`config.mk`:
```
export PLATFORM = sky130hd
export DESIGN_NAME = touch_channel_smoother_hysteresis_core
export DESIGN_NICKNAME = d
export VERILOG_FILES = /design/src/rtl/tcsh_pkg.sv /design/src/rtl/tcsh_cfg_regs.sv /design/src/rtl/tcsh_update.sv /design/src/rtl/tcsh_out_reg.sv /design/src/rtl/touch_channel_smoother_hysteresis_core.sv
export SDC_FILE = /design/constraint.sdc
export NUM_CORES = 1
export LEC_CHECK = 0
export BUFFER_PORTS_ARGS = -buffer_cell sky130_fd_sc_hd__buf_2
export CORE_AREA = 2 2 116 175
export DETAILED_ROUTE_END_ITERATION = 7
export DIE_AREA = 0 0 118 177
export PLACE_DENSITY = 0.78
export SKIP_CTS_REPAIR_TIMING = 1
export SYNTH_ARGS = -nofsm -noshare
export SYNTH_HDL_FRONTEND = slang
export SYNTH_HIERARCHICAL = 1
export SYNTH_SLANG_ARGS = --single-unit
```
`constraint.sdc`:
```
create_clock -name clk -period 14.2 [get_ports clk]
set_input_delay 0.71 -clock clk [delete_from_list [all_inputs] [get_ports clk]]
set_output_delay 0.71 -clock clk [all_outputs]
set_load 0.005 [all_outputs]
```
`src/rtl/tcsh_pkg.sv`:
```
// Shared types and constants for the touch channel smoother.
`default_nettype none

package tcsh_pkg;

  localparam int DATA_W   = 16;
  localparam int CH_W     = 3;
  localparam int MASK_W   = 8;
  localparam int IDX_W    = 2;

  localparam int CHANNELS_DEF     = 8;
  localparam int SMOOTH_SHIFT_DEF = 3;

  // Configuration register indexes.
  localparam logic [IDX_W-1:0] REG_LOW_THRESHOLD  = 2'd0;
  localparam logic [IDX_W-1:0] REG_HIGH_THRESHOLD = 2'd1;
  localparam logic [IDX_W-1:0] REG_ENABLE_MASK    = 2'd2;

  localparam logic [DATA_W-1:0] LOW_THRESHOLD_RST  = 16'h0000;
  localparam logic [DATA_W-1:0] HIGH_THRESHOLD_RST = 16'hFFFF;
  localparam logic [MASK_W-1:0] ENABLE_MASK_RST    = 8'hFF;

  typedef struct packed {
    logic [DATA_W-1:0] low_threshold;
    logic [DATA_W-1:0] high_threshold;
    logic [MASK_W-1:0] enable_mask;
  } cfg_t;

  typedef struct packed {
    logic [CH_W-1:0]   channel_out;
    logic              touched;
    logic [DATA_W-1:0] smoothed_value;
    logic              value_valid;
    logic [MASK_W-1:0] touched_mask;
  } res_t;

endpackage

`default_nettype wire

```
`src/rtl/tcsh_cfg_regs.sv`:
```
// Configuration registers: thresholds and channel enable mask.
`default_nettype none

module tcsh_cfg_regs (
  input  wire logic                       clk,
  input  wire logic                       rst,
  input  wire logic                       wr_en,
  input  wire logic [tcsh_pkg::IDX_W-1:0]  wr_index,
  input  wire logic [tcsh_pkg::DATA_W-1:0] wr_data,
  output tcsh_pkg::cfg_t                  cfg
);
  import tcsh_pkg::*;

  always_ff @(posedge clk) begin
    if (rst) begin
      cfg.low_threshold  <= LOW_THRESHOLD_RST;
      cfg.high_threshold <= HIGH_THRESHOLD_RST;
      cfg.enable_mask    <= ENABLE_MASK_RST;
    end else if (wr_en) begin
      unique case (wr_index)
        REG_LOW_THRESHOLD:  cfg.low_threshold  <= wr_data;
        REG_HIGH_THRESHOLD: cfg.high_threshold <= wr_data;
        REG_ENABLE_MASK:    cfg.enable_mask    <= wr_data[MASK_W-1:0];
        default: ;
      endcase
    end
  end

endmodule

`default_nettype wire

```
`src/rtl/tcsh_update.sv`:
```
// Per-channel state and the smoothing and hysteresis update for one reading.
`default_nettype none

module tcsh_update #(
  parameter int CHANNELS     = tcsh_pkg::CHANNELS_DEF,
  parameter int SMOOTH_SHIFT = tcsh_pkg::SMOOTH_SHIFT_DEF
) (
  input  wire logic                       clk,
  input  wire logic                       rst,
  input  tcsh_pkg::cfg_t                  cfg,
  input  wire logic                       commit,
  input  wire logic [tcsh_pkg::CH_W-1:0]   channel,
  input  wire logic [tcsh_pkg::DATA_W-1:0] reading,
  output tcsh_pkg::res_t                  res
);
  import tcsh_pkg::*;

  localparam int SEL_W = (CHANNELS > 1) ? $clog2(CHANNELS) : 1;
  localparam int SUM_W = DATA_W + SMOOTH_SHIFT + 1;

  // The store needs no reset: the seen flags guard every read of it.
  logic [DATA_W-1:0]   store [CHANNELS];
  logic [CHANNELS-1:0] seen;
  logic [CHANNELS-1:0] flags;
  logic [CHANNELS-1:0] flags_next;
  logic [CHANNELS-1:0] seen_next;

  logic [SEL_W-1:0]  sel;
  logic              in_range;
  logic              enabled;
  logic              upd;
  logic              cur_seen;
  logic              cur_flag;
  logic [DATA_W-1:0] old;
  logic [SUM_W-1:0]  old_x;
  logic [SUM_W-1:0]  sum;
  logic [DATA_W-1:0] value_new;
  logic              flag_new;
  logic              flag_after;
  logic              valid_after;

  assign sel      = SEL_W'(channel);
  assign in_range = (32'(channel) < CHANNELS);
  assign enabled  = cfg.enable_mask[channel];
  assign cur_seen = in_range && seen[sel];
  assign cur_flag = in_range && flags[sel];
  assign old      = in_range ? store[sel] : '0;
  assign upd      = in_range && enabled;

  // ((2^S - 1) * old + reading) >> S never exceeds 16 bits.
  assign old_x     = SUM_W'(old);
  assign sum       = (old_x << SMOOTH_SHIFT) - old_x + SUM_W'(reading);
  assign value_new = cur_seen ? sum[SMOOTH_SHIFT +: DATA_W] : reading;

  // A touched channel is only tested for release, a released one only for touch.
  assign flag_new = cur_flag ? !(cfg.high_threshold < value_new)
                             : (value_new < cfg.low_threshold);

  assign flag_after  = upd ? flag_new : cur_flag;
  assign valid_after = cur_seen || upd;

  always_comb begin
    flags_next = flags;
    seen_next  = seen;
    if (upd) begin
      flags_next[sel] = flag_new;
      seen_next[sel]  = 1'b1;
    end
  end

  always_ff @(posedge clk) begin
    if (rst) begin
      seen  <= '0;
      flags <= '0;
    end else if (commit) begin
      seen  <= seen_next;
      flags <= flags_next;
    end
  end

  always_ff @(posedge clk) begin
    if (commit && upd) begin
      store[sel] <= value_new;
    end
  end

  for (genvar c = 0; c < MASK_W; c++) begin : g_mask
    if (c < CHANNELS) begin : g_on
      assign res.touched_mask[c] = flags_next[c];
    end else begin : g_off
      assign res.touched_mask[c] = 1'b0;
    end
  end

  assign res.channel_out    = channel;
  assign res.touched        = flag_after;
  assign res.value_valid    = valid_after;
  assign res.smoothed_value = !valid_after ? '0 : (upd ? value_new : old);

endmodule

`default_nettype wire

```
`src/rtl/tcsh_out_reg.sv`:
```
// Result register on the output channel.
`default_nettype none

module tcsh_out_reg (
  input  wire logic      clk,
  input  wire logic      rst,
  input  wire logic      load,
  input  tcsh_pkg::res_t din,
  input  wire logic      out_ready,
  output logic           out_valid,
  output logic           free,
  output tcsh_pkg::res_t dout
);
  import tcsh_pkg::*;

  // The register can take a new result when empty or when its transfer completes now.
  assign free = !out_valid || out_ready;

  always_ff @(posedge clk) begin
    if (rst) begin
      out_valid <= 1'b0;
    end else if (load) begin
      out_valid <= 1'b1;
    end else if (out_ready) begin
      out_valid <= 1'b0;
    end
  end

  always_ff @(posedge clk) begin
    if (load) begin
      dout <= din;
    end
  end

endmodule

`default_nettype wire

```
`src/rtl/touch_channel_smoother_hysteresis_core.sv`:
```
// Top level of the touch channel smoother with hysteresis.
//
//   channel   signals                                   direction
//   input     in_valid, in_ready, channel, raw_reading  in
//   output    out_valid, out_ready, channel_out,        out
//             touched, smoothed_value, value_valid,
//             touched_mask
//   config    wr_en, wr_index, wr_data                  in
//
// One item per cycle while the output accepts; a result passes the input register and then the result register.
// The input register feeds the channel update, whose new state is written at the
// same edge the result register loads, so a following reading sees it at once.
// Reset clears the flags and the valid bits; the smoothed values need no clearing.
// A stalled output holds the result register and then the input register.
`default_nettype none

module touch_channel_smoother_hysteresis_core #(
  parameter int CHANNELS     = tcsh_pkg::CHANNELS_DEF,
  parameter int SMOOTH_SHIFT = tcsh_pkg::SMOOTH_SHIFT_DEF
) (
  input  wire logic                       clk,
  input  wire logic                       rst,
  input  wire logic                       in_valid,
  output logic                            in_ready,
  input  wire logic [tcsh_pkg::CH_W-1:0]   channel,
  input  wire logic [tcsh_pkg::DATA_W-1:0] raw_reading,
  output logic                            out_valid,
  input  wire logic                       out_ready,
  output logic [tcsh_pkg::CH_W-1:0]        channel_out,
  output logic                            touched,
  output logic [tcsh_pkg::DATA_W-1:0]      smoothed_value,
  output logic                            value_valid,
  output logic [tcsh_pkg::MASK_W-1:0]      touched_mask,
  input  wire logic                       wr_en,
  input  wire logic [tcsh_pkg::IDX_W-1:0]  wr_index,
  input  wire logic [tcsh_pkg::DATA_W-1:0] wr_data
);
  import tcsh_pkg::*;

  cfg_t cfg;
  res_t res_comb;
  res_t res_q;

  logic              s1_valid;
  logic [CH_W-1:0]   s1_channel;
  logic [DATA_W-1:0] s1_reading;
  logic              res_free;
  logic              advance;

  assign advance  = s1_valid && res_free;
  assign in_ready = !s1_valid || res_free;

  always_ff @(posedge clk) begin
    if (rst) begin
      s1_valid <= 1'b0;
    end else if (in_ready) begin
      s1_valid <= in_valid;
    end
  end

  always_ff @(posedge clk) begin
    if (in_valid && in_ready) begin
      s1_channel <= channel;
      s1_reading <= raw_reading;
    end
  end

  tcsh_cfg_regs u_cfg (
    .clk      (clk),
    .rst      (rst),
    .wr_en    (wr_en),
    .wr_index (wr_index),
    .wr_data  (wr_data),
    .cfg      (cfg)
  );

  tcsh_update #(
    .CHANNELS     (CHANNELS),
    .SMOOTH_SHIFT (SMOOTH_SHIFT)
  ) u_update (
    .clk     (clk),
    .rst     (rst),
    .cfg     (cfg),
    .commit  (advance),
    .channel (s1_channel),
    .reading (s1_reading),
    .res     (res_comb)
  );

  tcsh_out_reg u_out (
    .clk       (clk),
    .rst       (rst),
    .load      (advance),
    .din       (res_comb),
    .out_ready (out_ready),
    .out_valid (out_valid),
    .free      (res_free),
    .dout      (res_q)
  );

  assign channel_out    = res_q.channel_out;
  assign touched        = res_q.touched;
  assign smoothed_value = res_q.smoothed_value;
  assign value_valid    = res_q.value_valid;
  assign touched_mask   = res_q.touched_mask;

endmodule

`default_nettype wire

```
==> flow_metrics.env, run 1 <==
export IMPL_antenna_found_initial=0
export IMPL_grt_start_max_net_pins=82
export IMPL_syn_instance_count=955
export IMPL_end_kind="flip-flop"
export IMPL_max_slew_worst_pin_slew_ns=1.12
export IMPL_antenna_cells=0
export IMPL_area_growth_syn_to_layout_pct=11.8
export IMPL_comb_power_share_pct=17.2
export IMPL_drive_above_1_share_pct=16.0
export IMPL_clk_insertion_delay_late_ns=0.51
export IMPL_cts_tree="built"
export IMPL_slew_headroom_pct=25.1
export IMPL_drt_total_wl_um=28100
export IMPL_dieHeight_um=177
export IMPL_drt_initial_drc_count=788
export IMPL_rsz0062_at_grt="no"
export IMPL_fin_crit_sh_pct=55.6
export IMPL_fp_dieArea_um2=20900
export IMPL_rows=63
export IMPL_clockBufferDepth=3
export IMPL_overflow=0
export IMPL_nNetsFinal=1110
export IMPL_setup_ws_ns=6.31
export IMPL_holdWs_ns=0.370
export IMPL_die_x_um=118
export IMPL_cts_made_buffers=22
export IMPL_cap_violations=0
export IMPL_ys_seq_elements=234
export IMPL_dpl_cell_area_um2=12000
export IMPL_fin_cells=1289
export IMPL_setup_viol=0
export IMPL_internal_power_mw=1.28
export IMPL_io_pins=73
export IMPL_routabilityCongestion=0.947
export IMPL_viasPerCell=6.05
export IMPL_syn_nets=1052
export IMPL_finalHoldViolCount=0
export IMPL_clock_sink_count=234
export IMPL_p_sw_share_pct=26.2
export IMPL_dp_hpwl_um=19600
export IMPL_synth_edf_count=176
export IMPL_syn_area_per_cell_um2=12.0
export IMPL_fin_crit_ns=7.89
export IMPL_cp_required_ns=14.58
export IMPL_worstPathArrival_ns=8.27
export IMPL_async_flop_share_pct=0
export IMPL_core_region_area_um2=19500
export IMPL_io_buffers=72
export IMPL_dr_pass1_iters=5
export IMPL_p_sw_mw=0.454
export IMPL_final_core_util_pct=65.8
export IMPL_post_place_ws_ns=6.51
export IMPL_skew_ns=0.0105
export IMPL_multi_input_area_um2=4430
export IMPL_drc=0
export IMPL_fmax_ghz=0.127
export IMPL_synth_flop_cell="edfxtp_1"
export IMPL_clock_power_share_pct=38.3
export IMPL_ant_nets=0
export IMPL_worstSetupStartpointType="flip-flop"
export IMPL_fill_cells=1421
export IMPL_regArea_um2=6450
export IMPL_routedWlPerCell_um=21.8
export IMPL_outcome="finished, final reports clean"
export IMPL_cp_max_fo=26
export IMPL_initial_core_util_pct=58.9
export IMPL_yosysSeqAreaShare_pct=56.2
export IMPL_power_density_nw_per_um2=135
export IMPL_clkTransAtPathRegs_ns=0.07
export IMPL_min_path_type="input port to flip-flop"
export IMPL_synth_cell_types=76
export IMPL_htreeDepth=1
export IMPL_power_leakage_nw=4.94
export IMPL_ff2ff_setup_slack_ns=6.31
export IMPL_grtUsageTotal_pct=27.0
export IMPL_peakVddDrop_uv=123
export IMPL_ys_warn_count=6
export IMPL_path_class="flip-flop to flip-flop"
export IMPL_clock_root_buffer="clkbuf_16"
export IMPL_pwr_share_seq_pct=44.4
export IMPL_vias=7798
export IMPL_power_total_mw=1.73
export IMPL_slew_viol_final=0
export IMPL_syn_cell_area_um2=11500
export IMPL_dp_cells=1249
export IMPL_tns_ns=0
export IMPL_fin_area_um2=12800
export IMPL_grt_pass1_wl_um=42600
export IMPL_grt_pass1_vias=7766
==> state kept, by name (all words and copies together), names as in the netlist <==
name             cells
u_update/seen        8
u_out/out_valid      1
u_update/store     128
s1_channel           3
s1_reading          16
u_out/dout          29
s1_valid             1
u_update/flags       8
u_cfg/cfg           40
==> final cells by class <==
| class | count | share of cell area, % |
|---|---|---|
| Clock buffer | 24 | 4.52 |
| Clock inverter | 16 | 1.91 |
| Multi-Input combinational cell | 581 | 34.5 |
| Timing Repair Buffer | 86 | 3.63 |
| Tap cell | 260 | 2.54 |
| Inverter | 88 | 2.59 |
| Sequential cell | 234 | 50.3 |
==> power by group through the flow <==
| stage | clock network [mW] | registers, mW | logic [mW] |
|---|---|---|---|
| 2_1_floorplan | 0 | 0.781 | 0.217 |
| 3_3_place_gp | 0 | 0.784 | 0.286 |
| 3_5_place_dp | 0 | 0.785 | 0.291 |
| 4_1_cts | 0.670 | 0.770 | 0.294 |
| 5_1_grt | 0.697 | 0.771 | 0.327 |
| 6_report | 0.664 | 0.770 | 0.299 |
==> layout by cell type, fill, tap and decap left out, types with 6 or more instances in the layout <==
cell type,Yosys,routed
mux2_2,14,14
nand4_1,11,11
nand2b_1,35,35
o21ai_0,22,22
o21a_1,14,14
nand3_1,17,17
nand3b_1,6,6
o22ai_1,9,9
dfxtp_1,58,58
xnor2_1,10,10
clkbuf_16,0,23
buf_2,4,72
buf_4,7,14
inv_1,86,86
a22oi_1,43,43
fa_1,13,13
edfxtp_1,176,176
nand2_1,42,42
nor3_1,6,6
mux2i_1,55,55
o211ai_1,9,9
a31oi_1,6,6
nor3b_1,10,9
a21oi_1,34,34
ha_1,42,42
nor2_1,72,71
bufinv_16,0,6
and3_1,19,19
==> cells by family after synthesis <==
kind of cell    share of synthesized area (%)
mux                                      7.29
compound gates                           12.1
flops                                    56.2
simple gates                             11.2
buf+inv                                  5.23
xor+xnor                                 1.07
fa+ha+maj                                6.85
==> final timing paths <==
kind,end,startpoint,cells after the start
worst max register to register,u_out/dout[2],s1_channel[1],23
worst min register to register,u_cfg/cfg[36],u_cfg/cfg[36],2
worst min-delay path,s1_reading[2],raw_reading[2],1
worst max-delay path,u_out/dout[2],s1_channel[1],23
==> critical path, stage by stage (launching register included) <==
cell and delay, ns:
edfxtp_1 1.00, nor2_1 0.15, and2_1 0.45, a222oi_1 0.95, inv_1 0.15, fa_1 0.55, inv_1 0.04, ha_1 0.36
a21oi_1 0.18, nand2_1 0.08, a21oi_1 0.23, o211ai_1 0.17, a31oi_1 0.24, o31ai_1 0.12, a21oi_1 0.21, xnor2_1 0.20
xnor2_1 0.13, o21ai_0 0.82, ha_1 0.42, nand3_1 0.09, a21oi_1 0.06, a211o_1 0.32, nor3_4 0.55, mux2_2 0.27
==> Yosys cell counts, types with 6 or more instances <==
| master | instances | area [µm²] |
|---|---|---|
| edfxtp_1 | 176 | 5290 |
| inv_1 | 86 | 323 |
| nor2_1 | 72 | 270 |
| dfxtp_1 | 58 | 1160 |
| mux2i_1 | 55 | 551 |
| a22oi_1 | 43 | 323 |
| ha_1 | 42 | 526 |
| nand2_1 | 42 | 158 |
| nand2b_1 | 35 | 219 |
| a21oi_1 | 34 | 170 |
| clkbuf_1 | 32 | 120 |
| o21ai_0 | 22 | 110 |
| and3_1 | 19 | 119 |
| nand3_1 | 17 | 85.1 |
| mux2_2 | 14 | 158 |
| o21a_1 | 14 | 105 |
| fa_1 | 13 | 260 |
| nand4_1 | 11 | 68.8 |
| nor3b_1 | 10 | 75.1 |
| xnor2_1 | 10 | 87.6 |
| o211ai_1 | 9 | 67.6 |
| o22ai_1 | 9 | 56.3 |
| buf_4 | 7 | 52.6 |
| a31oi_1 | 6 | 37.5 |
| nand3b_1 | 6 | 45.0 |
| nor3_1 | 6 | 30.0 |
==> metal layers <==
metal	global-route usage [%]	routed length [µm]
met5	0	0
met4	14.5	1660
met3	2.90	1730
met2	49.9	14500
met1	30.7	10100
Note: power is estimated with default switching activity, not from simulation.
==> run 2: changes to the inputs <==
--- a/config.mk
+++ b/config.mk
@@ -5,11 +5,12 @@
 export SDC_FILE = /design/constraint.sdc
 export NUM_CORES = 1
 export LEC_CHECK = 0
+export ABC_AREA = 1
 export BUFFER_PORTS_ARGS = -buffer_cell sky130_fd_sc_hd__buf_2
-export CORE_AREA = 2 2 116 175
+export CORE_AREA = 2 2 121 181
 export DETAILED_ROUTE_END_ITERATION = 7
-export DIE_AREA = 0 0 118 177
-export PLACE_DENSITY = 0.78
+export DIE_AREA = 0 0 123 183
+export PLACE_DENSITY = 0.75
 export SKIP_CTS_REPAIR_TIMING = 1
 export SYNTH_ARGS = -nofsm -noshare
 export SYNTH_HDL_FRONTEND = slang
==> constraint.sdc (replaced) <==
create_clock -name clk -period 6.8 [get_ports clk]
set_input_delay 0.34 -clock clk [delete_from_list [all_inputs] [get_ports clk]]
set_output_delay 0.34 -clock clk [all_outputs]
set_load 0.005 [all_outputs]
==> run 2 against run 1 <==
  * Clock-buffer cell count grew 1
  * First-iteration DRC count up 11%
  * Sequential power increased by 110%
  * Worst setup slack got worse by 5.8 ns
  * Routed wire length rose by 2.3%
  * Clock power is 76% higher
  * Via count increased by 7.0%
  * Sequential share of layout area grew 0.91 points
  * Die area rose by 7.8%
  * Critical path type unchanged
  * Critical endpoint is now u_out/dout[25]
  * Highest routed layer unchanged
==> flow_metrics.env, run 2 <==
export IMPL_clkTransAtPathRegs_ns=0.07
export IMPL_outcome="finished, final reports clean"
export IMPL_cts_tree="built"
export IMPL_cp_required_ns=7.02
export IMPL_fill_cells=1721
export IMPL_yosysSeqAreaShare_pct=57.1
export IMPL_clock_root_buffer="clkbuf_16"
export IMPL_dpl_cell_area_um2=11900
export IMPL_die_x_um=123
export IMPL_syn_nets=1188
export IMPL_biggestRegsByFlops="u_update/store x128, u_cfg/cfg x40, u_out/dout x29"
export IMPL_drc=0
export IMPL_overflow=0
export IMPL_grt_pass1_vias=8174
export IMPL_clock_power_share_pct=34.2
export IMPL_dieHeight_um=183
export IMPL_slew_headroom_pct=18.7
export IMPL_cts_made_buffers=21
export IMPL_async_flop_share_pct=0
export IMPL_ys_warn_count=6
export IMPL_routabilityCongestion=0.985
export IMPL_clk_insertion_delay_late_ns=0.49
export IMPL_drive_above_1_share_pct=15.4
export IMPL_rows=65
export IMPL_routedWlPerCell_um=19.8
export IMPL_syn_instance_count=1091
export IMPL_htreeDepth=1
export IMPL_viasPerCell=5.74
export IMPL_fin_area_um2=12600
export IMPL_worst_hold_startpoint="raw_reading[4]"
export IMPL_synth_edf_count=176
export IMPL_comb_power_share_pct=18.9
export IMPL_grtUsageTotal_pct=26.0
export IMPL_fin_crit_sh_pct=92.5
export IMPL_yosys_top_cells_count="nand2_1, edfxtp_1, inv_1"
export IMPL_pwr_share_seq_pct=46.9
export IMPL_max_slew_worst_pin_slew_ns=1.22
export IMPL_nNetsFinal=1268
export IMPL_layout_commonest_cell="nand2_1"
export IMPL_synth_area_leader_cell="edfxtp_1"
export IMPL_slew_viol_final=0
export IMPL_rsz0062_at_grt="no"
export IMPL_clockBufferDepth=3
export IMPL_drt_initial_drc_count=876
export IMPL_p_sw_mw=0.947
export IMPL_finalHoldViolCount=0
export IMPL_worstSetupStartpointType="flip-flop"
export IMPL_fmax_ghz=0.159
export IMPL_synth_cell_types=47
export IMPL_core_region_area_um2=21000
export IMPL_synth_flop_cell="edfxtp_1"
export IMPL_skew_ns=0.00924
export IMPL_startpoint="s1_channel[0]"
export IMPL_io_pins=73
export IMPL_fp_dieArea_um2=22500
export IMPL_path_class="flip-flop to flip-flop"
export IMPL_antenna_found_initial=0
export IMPL_initial_core_util_pct=53.8
export IMPL_end_kind="flip-flop"
export IMPL_ys_seq_elements=234
export IMPL_largest_register_ffs=128
export IMPL_synthTopCellsByArea="edfxtp_1, dfxtp_1, nand2_1"
export IMPL_antenna_cells=0
export IMPL_clock_sink_count=234
export IMPL_peakVddDrop_uv=225
export IMPL_io_buffers=72
export IMPL_ant_nets=0
export IMPL_internal_power_mw=2.48
export IMPL_regMostFlops="u_update/store"
export IMPL_p_sw_share_pct=27.7
export IMPL_worstReg2RegStart="s1_channel[0]"
export IMPL_cap_violations=0
export IMPL_syn_area_per_cell_um2=10.4
export IMPL_synth_top_area_share_pct=46.8
export IMPL_tns_ns=0
export IMPL_yosysMostFrequentCell="nand2_1"
export IMPL_worstPathArrival_ns=6.51
export IMPL_dp_hpwl_um=20300
export IMPL_syn_cell_area_um2=11300
export IMPL_setup_viol=0
export IMPL_grt_pass1_wl_um=44400
export IMPL_power_leakage_nw=5.36
export IMPL_drt_total_wl_um=28700
export IMPL_final_cell_mix="nand2_1, edfxtp_1, inv_1"
export IMPL_vias=8342
export IMPL_power_density_nw_per_um2=272
export IMPL_grt_start_max_net_pins=59
export IMPL_cp_max_fo=17
export IMPL_dr_pass1_iters=5
export IMPL_fin_crit_ns=6.29
export IMPL_area_growth_syn_to_layout_pct=11.5
export IMPL_min_path_type="input port to flip-flop"
==> run 2: changes by cell type in the layout (fill, tap and decap cells not counted), moves of 14 or more <==
cell	previous run	this run
nand2_1	42	181
inv_1	86	171
mux2i_1	55	0
nand3_1	17	70
nand2b_1	35	0
a22oi_1	43	9
nand4_1	11	37
a22o_1	4	25
and3_1	19	0
nand2_2	0	17
a21oi_1	34	49
a221oi_1	5	20
mux2_2	14	0
==> run 2: stage by stage <==
step                instances  hold slack (ns)  worst slack (ns)  total power [mW]  utilization, %
global placement         1416            0.443             0.821              2.26            56.8
floorplan                1091            0.402              1.55              2.09               -
global route             1453          0.00925             0.199              3.56            60.0
finish                   1453           0.0206             0.510              3.42            60.0
detailed placement       1416            0.448             0.697              2.27            56.8
CTS                      1453           0.0136             0.652              3.42            60.0
==> run 2: final timing paths <==
check                   end  slack, ns  depth (start not counted)
max reg2reg  u_out/dout[25]       0.51                         26
max          u_out/dout[25]       0.51                         26
min           s1_reading[4]       0.02                          1
min reg2reg    u_cfg/cfg[3]       0.46                          2
==> run 2: per-layer routing <==
layer	track usage, %	vias up	wire, µm
met2	46.9	334	15000
met4	12.2	0	1400
met1	30.7	4014	10600
li1	-	3924	-
met5	0	-	0
met3	2.74	70	1730
==> run 2: power groups by stage <==
stage	sequential (mW)	clock (mW)	combinational, mW
after detailed placement	1.64	0	0.632
after CTS	1.61	1.18	0.636
after floorplan	1.63	0	0.460
after global placement	1.64	0	0.622
after global routing	1.61	1.23	0.712
final	1.61	1.17	0.647
==> run 2: cell type report <==
class	count	area [µm²]	share of cell area (%)
timing repair buffer	96	541	4.29
tap	268	335	2.66
clock buffer	25	561	4.45
clock inverter	12	120	0.954
inverter	183	692	5.49
multi-input combinational	635	3900	31.0
sequential	234	6450	51.2
==> run 2: critical path, cell delays in order (launching register included) <==
cell and delay (ns):
edfxtp_1 0.55, nand2_1 0.19, clkinv_1 0.50, a22o_1 0.37
a221oi_1 0.25, nand4_1 0.23, fa_1 0.57, inv_1 0.06
ha_1 0.36, a21oi_1 0.25, o21ai_0 0.18, a21oi_1 0.23
nand2_2 0.12, nand2_4 0.09, nand2_4 0.06, nand3_1 0.08
nand2_1 0.06, xor2_1 0.15, o21ai_0 0.68, inv_1 0.15
ha_1 0.31, nand2_1 0.07, nor2_1 0.04, nand2_1 0.08
nand2_2 0.07, nand2_4 0.22, o21ai_0 0.11
==> run 2: logic make-up (layout without fill, tap and decap cells) <==
family          after synthesis  count (layout)  share of synthesized area, %
fa+ha+maj                    55              55                          6.95
compound gates              182             182                          10.8
buf+inv                     222             316                          8.48
simple gates                386             386                          15.8
xor+xnor                     12              12                         0.930
flops                       234             234                          57.1
==> run 3: changes to the inputs <==
--- a/config.mk
+++ b/config.mk
@@ -7,10 +7,10 @@
 export LEC_CHECK = 0
 export ABC_AREA = 1
 export BUFFER_PORTS_ARGS = -buffer_cell sky130_fd_sc_hd__buf_2
-export CORE_AREA = 2 2 121 181
+export CORE_AREA = 2 2 116 174
 export DETAILED_ROUTE_END_ITERATION = 7
-export DIE_AREA = 0 0 123 183
-export PLACE_DENSITY = 0.75
+export DIE_AREA = 0 0 118 176
+export PLACE_DENSITY = 0.77
 export SKIP_CTS_REPAIR_TIMING = 1
 export SYNTH_ARGS = -nofsm -noshare
 export SYNTH_HDL_FRONTEND = slang
==> constraint.sdc (replaced) <==
create_clock -name clk -period 7.93 [get_ports clk]
set_input_delay 0.3965 -clock clk [delete_from_list [all_inputs] [get_ports clk]]
set_output_delay 0.3965 -clock clk [all_outputs]
set_load 0.005 [all_outputs]
==> run 3 against run 2 <==
  * Power is 14% lower
  * Combinational power is 15% lower
  * First-iteration DRC count is 8.7% lower
  * Routed wire length hardly changed
  * Critical path depth is 1 higher
  * Global-route usage is 1.7 points higher
  * Register-to-register slack better by 0.52 ns
  * Non-clock buffer count is 9 lower
  * Largest cell class unchanged
==> flow_metrics.env, run 3 (synthesized netlist as in run 2, its figures left out) <==
export IMPL_outcome="finished, final reports clean"
export IMPL_cp_max_fo=17
export IMPL_regMostFlops="u_update/store"
export IMPL_biggestRegsByFlops="u_update/store x128, u_cfg/cfg x40, u_out/dout x29"
export IMPL_drc=0
export IMPL_dieHeight_um=176
export IMPL_routabilityCongestion=0.949
export IMPL_grt_pass1_wl_um=44200
export IMPL_cts_made_buffers=21
export IMPL_io_pins=73
export IMPL_rows=62
export IMPL_cp_required_ns=8.16
export IMPL_layout_commonest_cell="nand2_1"
export IMPL_slew_viol_final=0
export IMPL_die_x_um=118
export IMPL_worstReg2RegStart="s1_channel[0]"
export IMPL_regArea_um2=6450
export IMPL_io_buffers=72
export IMPL_critPathMaxStageDelay_ns=1.00
export IMPL_area_growth_syn_to_layout_pct=10.7
export IMPL_drt_initial_drc_count=800
export IMPL_path_class="flip-flop to flip-flop"
export IMPL_rsz0062_at_grt="no"
export IMPL_routedWlPerCell_um=20.1
export IMPL_clock_sink_count=234
export IMPL_largest_register_ffs=128
export IMPL_core_region_area_um2=19200
export IMPL_fmax_ghz=0.145
export IMPL_vias=8486
export IMPL_ant_nets=0
export IMPL_cap_violations=0
export IMPL_nNetsFinal=1259
export IMPL_end_kind="flip-flop"
export IMPL_clockBufferDepth=3
export IMPL_worstPathArrival_ns=7.13
export IMPL_dpl_cell_area_um2=11800
export IMPL_clock_root_buffer="clkbuf_16"
export IMPL_htreeDepth=1
export IMPL_peakVddDrop_uv=211
export IMPL_power_total_mw=2.95
export IMPL_drt_total_wl_um=28700
export IMPL_fin_crit_sh_pct=87.0
export IMPL_multi_input_area_um2=3900
export IMPL_fin_crit_ns=6.90
export IMPL_worst_hold_startpoint="channel[1]"
export IMPL_clk_insertion_delay_late_ns=0.51
export IMPL_cpMaxStageDelayCell="o21ai_0"
export IMPL_power_density_nw_per_um2=236
export IMPL_fp_dieArea_um2=20800
export IMPL_slew_headroom_pct=12.5
export IMPL_grt_pass1_vias=8391
export IMPL_antenna_found_initial=0
export IMPL_finalHoldViolCount=0
export IMPL_viasPerCell=5.93
export IMPL_path_buf_inv=3
export IMPL_tns_ns=0
export IMPL_antenna_cells=0
export IMPL_overflow=0
export IMPL_max_slew_worst_pin_slew_ns=1.30
export IMPL_fill_cells=1507
export IMPL_worstSetupStartpointType="flip-flop"
export IMPL_setup_ws_ns=1.03
export IMPL_cts_tree="built"
export IMPL_clkTransAtPathRegs_ns=0.07
export IMPL_dp_hpwl_um=20100
export IMPL_grt_start_max_net_pins=59
export IMPL_power_leakage_nw=5.31
export IMPL_dr_pass1_iters=7
export IMPL_crit_top_cell="nand2_1"
export IMPL_final_cell_mix="nand2_1, edfxtp_1, inv_1"
export IMPL_startpoint="s1_channel[0]"
export IMPL_post_place_ws_ns=1.28
export IMPL_min_path_type="input port to flip-flop"
export IMPL_cp_top_family="compound AO/OA/AOI/OAI gates"
export IMPL_drive_above_1_share_pct=14.2
export IMPL_grtUsageTotal_pct=27.7
export IMPL_fin_area_um2=12500
export IMPL_ff2ff_setup_slack_ns=1.03
export IMPL_setup_viol=0
export IMPL_initial_core_util_pct=59.0
export IMPL_skew_ns=0.0174
run 3: changes by cell type in the layout (fill, tap and decap cells not counted), sizes merged:
| cell | before | now |
|---|---|---|
| buf | 96 | 87 |
| bufinv | 2 | 3 |
| clkinv | 8 | 7 |
| clkinvlp | 3 | 2 |
run 3: through the flow:
step           cells  hold slack, ns  util [%]
6_report        1431          0.0594      65.3
5_1_grt         1431          0.0492      65.3
4_1_cts         1431          0.0486      65.3
3_5_place_dp    1395           0.454      61.7
3_3_place_gp    1395           0.444      61.7
2_1_floorplan   1091           0.429         -
run 3: worst register-to-register path, stage by stage, from the launching register on:
cell and delay [ns]:
edfxtp_1 0.55, nand2_1 0.19, clkinv_1 0.56, a22o_1 0.42
a221oi_1 0.25, nand2_1 0.17, fa_1 0.55, inv_1 0.05
ha_1 0.35, a21oi_1 0.23, o21ai_0 0.16, o21bai_1 0.22
nand3_1 0.08, nand2_1 0.06, xnor2_1 0.14, o21ai_0 1.00
inv_1 0.24, ha_1 0.36, nand2_1 0.09, nor2_1 0.05
a211oi_1 0.16, nand2_1 0.09, nand3b_1 0.08, nand2_1 0.06
nand2_1 0.07, nand2_2 0.06, nand2_4 0.23, o21ai_0 0.14
run 3: final timing paths:
path         cells past startpoint        endpoint
min                              1   s1_channel[1]
max                             27  u_out/dout[25]
max reg2reg                     27  u_out/dout[25]
min reg2reg                      2    u_cfg/cfg[7]
run 3: final cells by class:
class / count / area share (%)
repair buffers: 87 / 3.78
inverters: 183 / 5.53
clock inverters: 11 / 1.06
well taps: 256 / 2.56
flip-flops and latches: 234 / 51.5
multi-input cells: 635 / 31.2
clock buffers: 25 / 4.40
run 3: power breakdown:
| part | internal, mW | total [mW] | switching, mW |
|---|---|---|---|
| clock | 0.593 | 1.02 | 0.430 |
| sequential | 1.36 | 1.38 | 0.0182 |
| combinational | 0.187 | 0.548 | 0.361 |
| total | 2.14 | 2.95 | 0.809 |
run 3: routing by layer:
| layer | global-route usage, % | vias up | share of wire [%] |
|---|---|---|---|
| met4 | 14.6 | 0 | 5.1 |
| met1 | 31.6 | 4032 | 36 |
| met3 | 3.26 | 114 | 7.0 |
| met5 | 0 | - | 0 |
| li1 | - | 3897 | - |
| met2 | 50.9 | 443 | 52 |
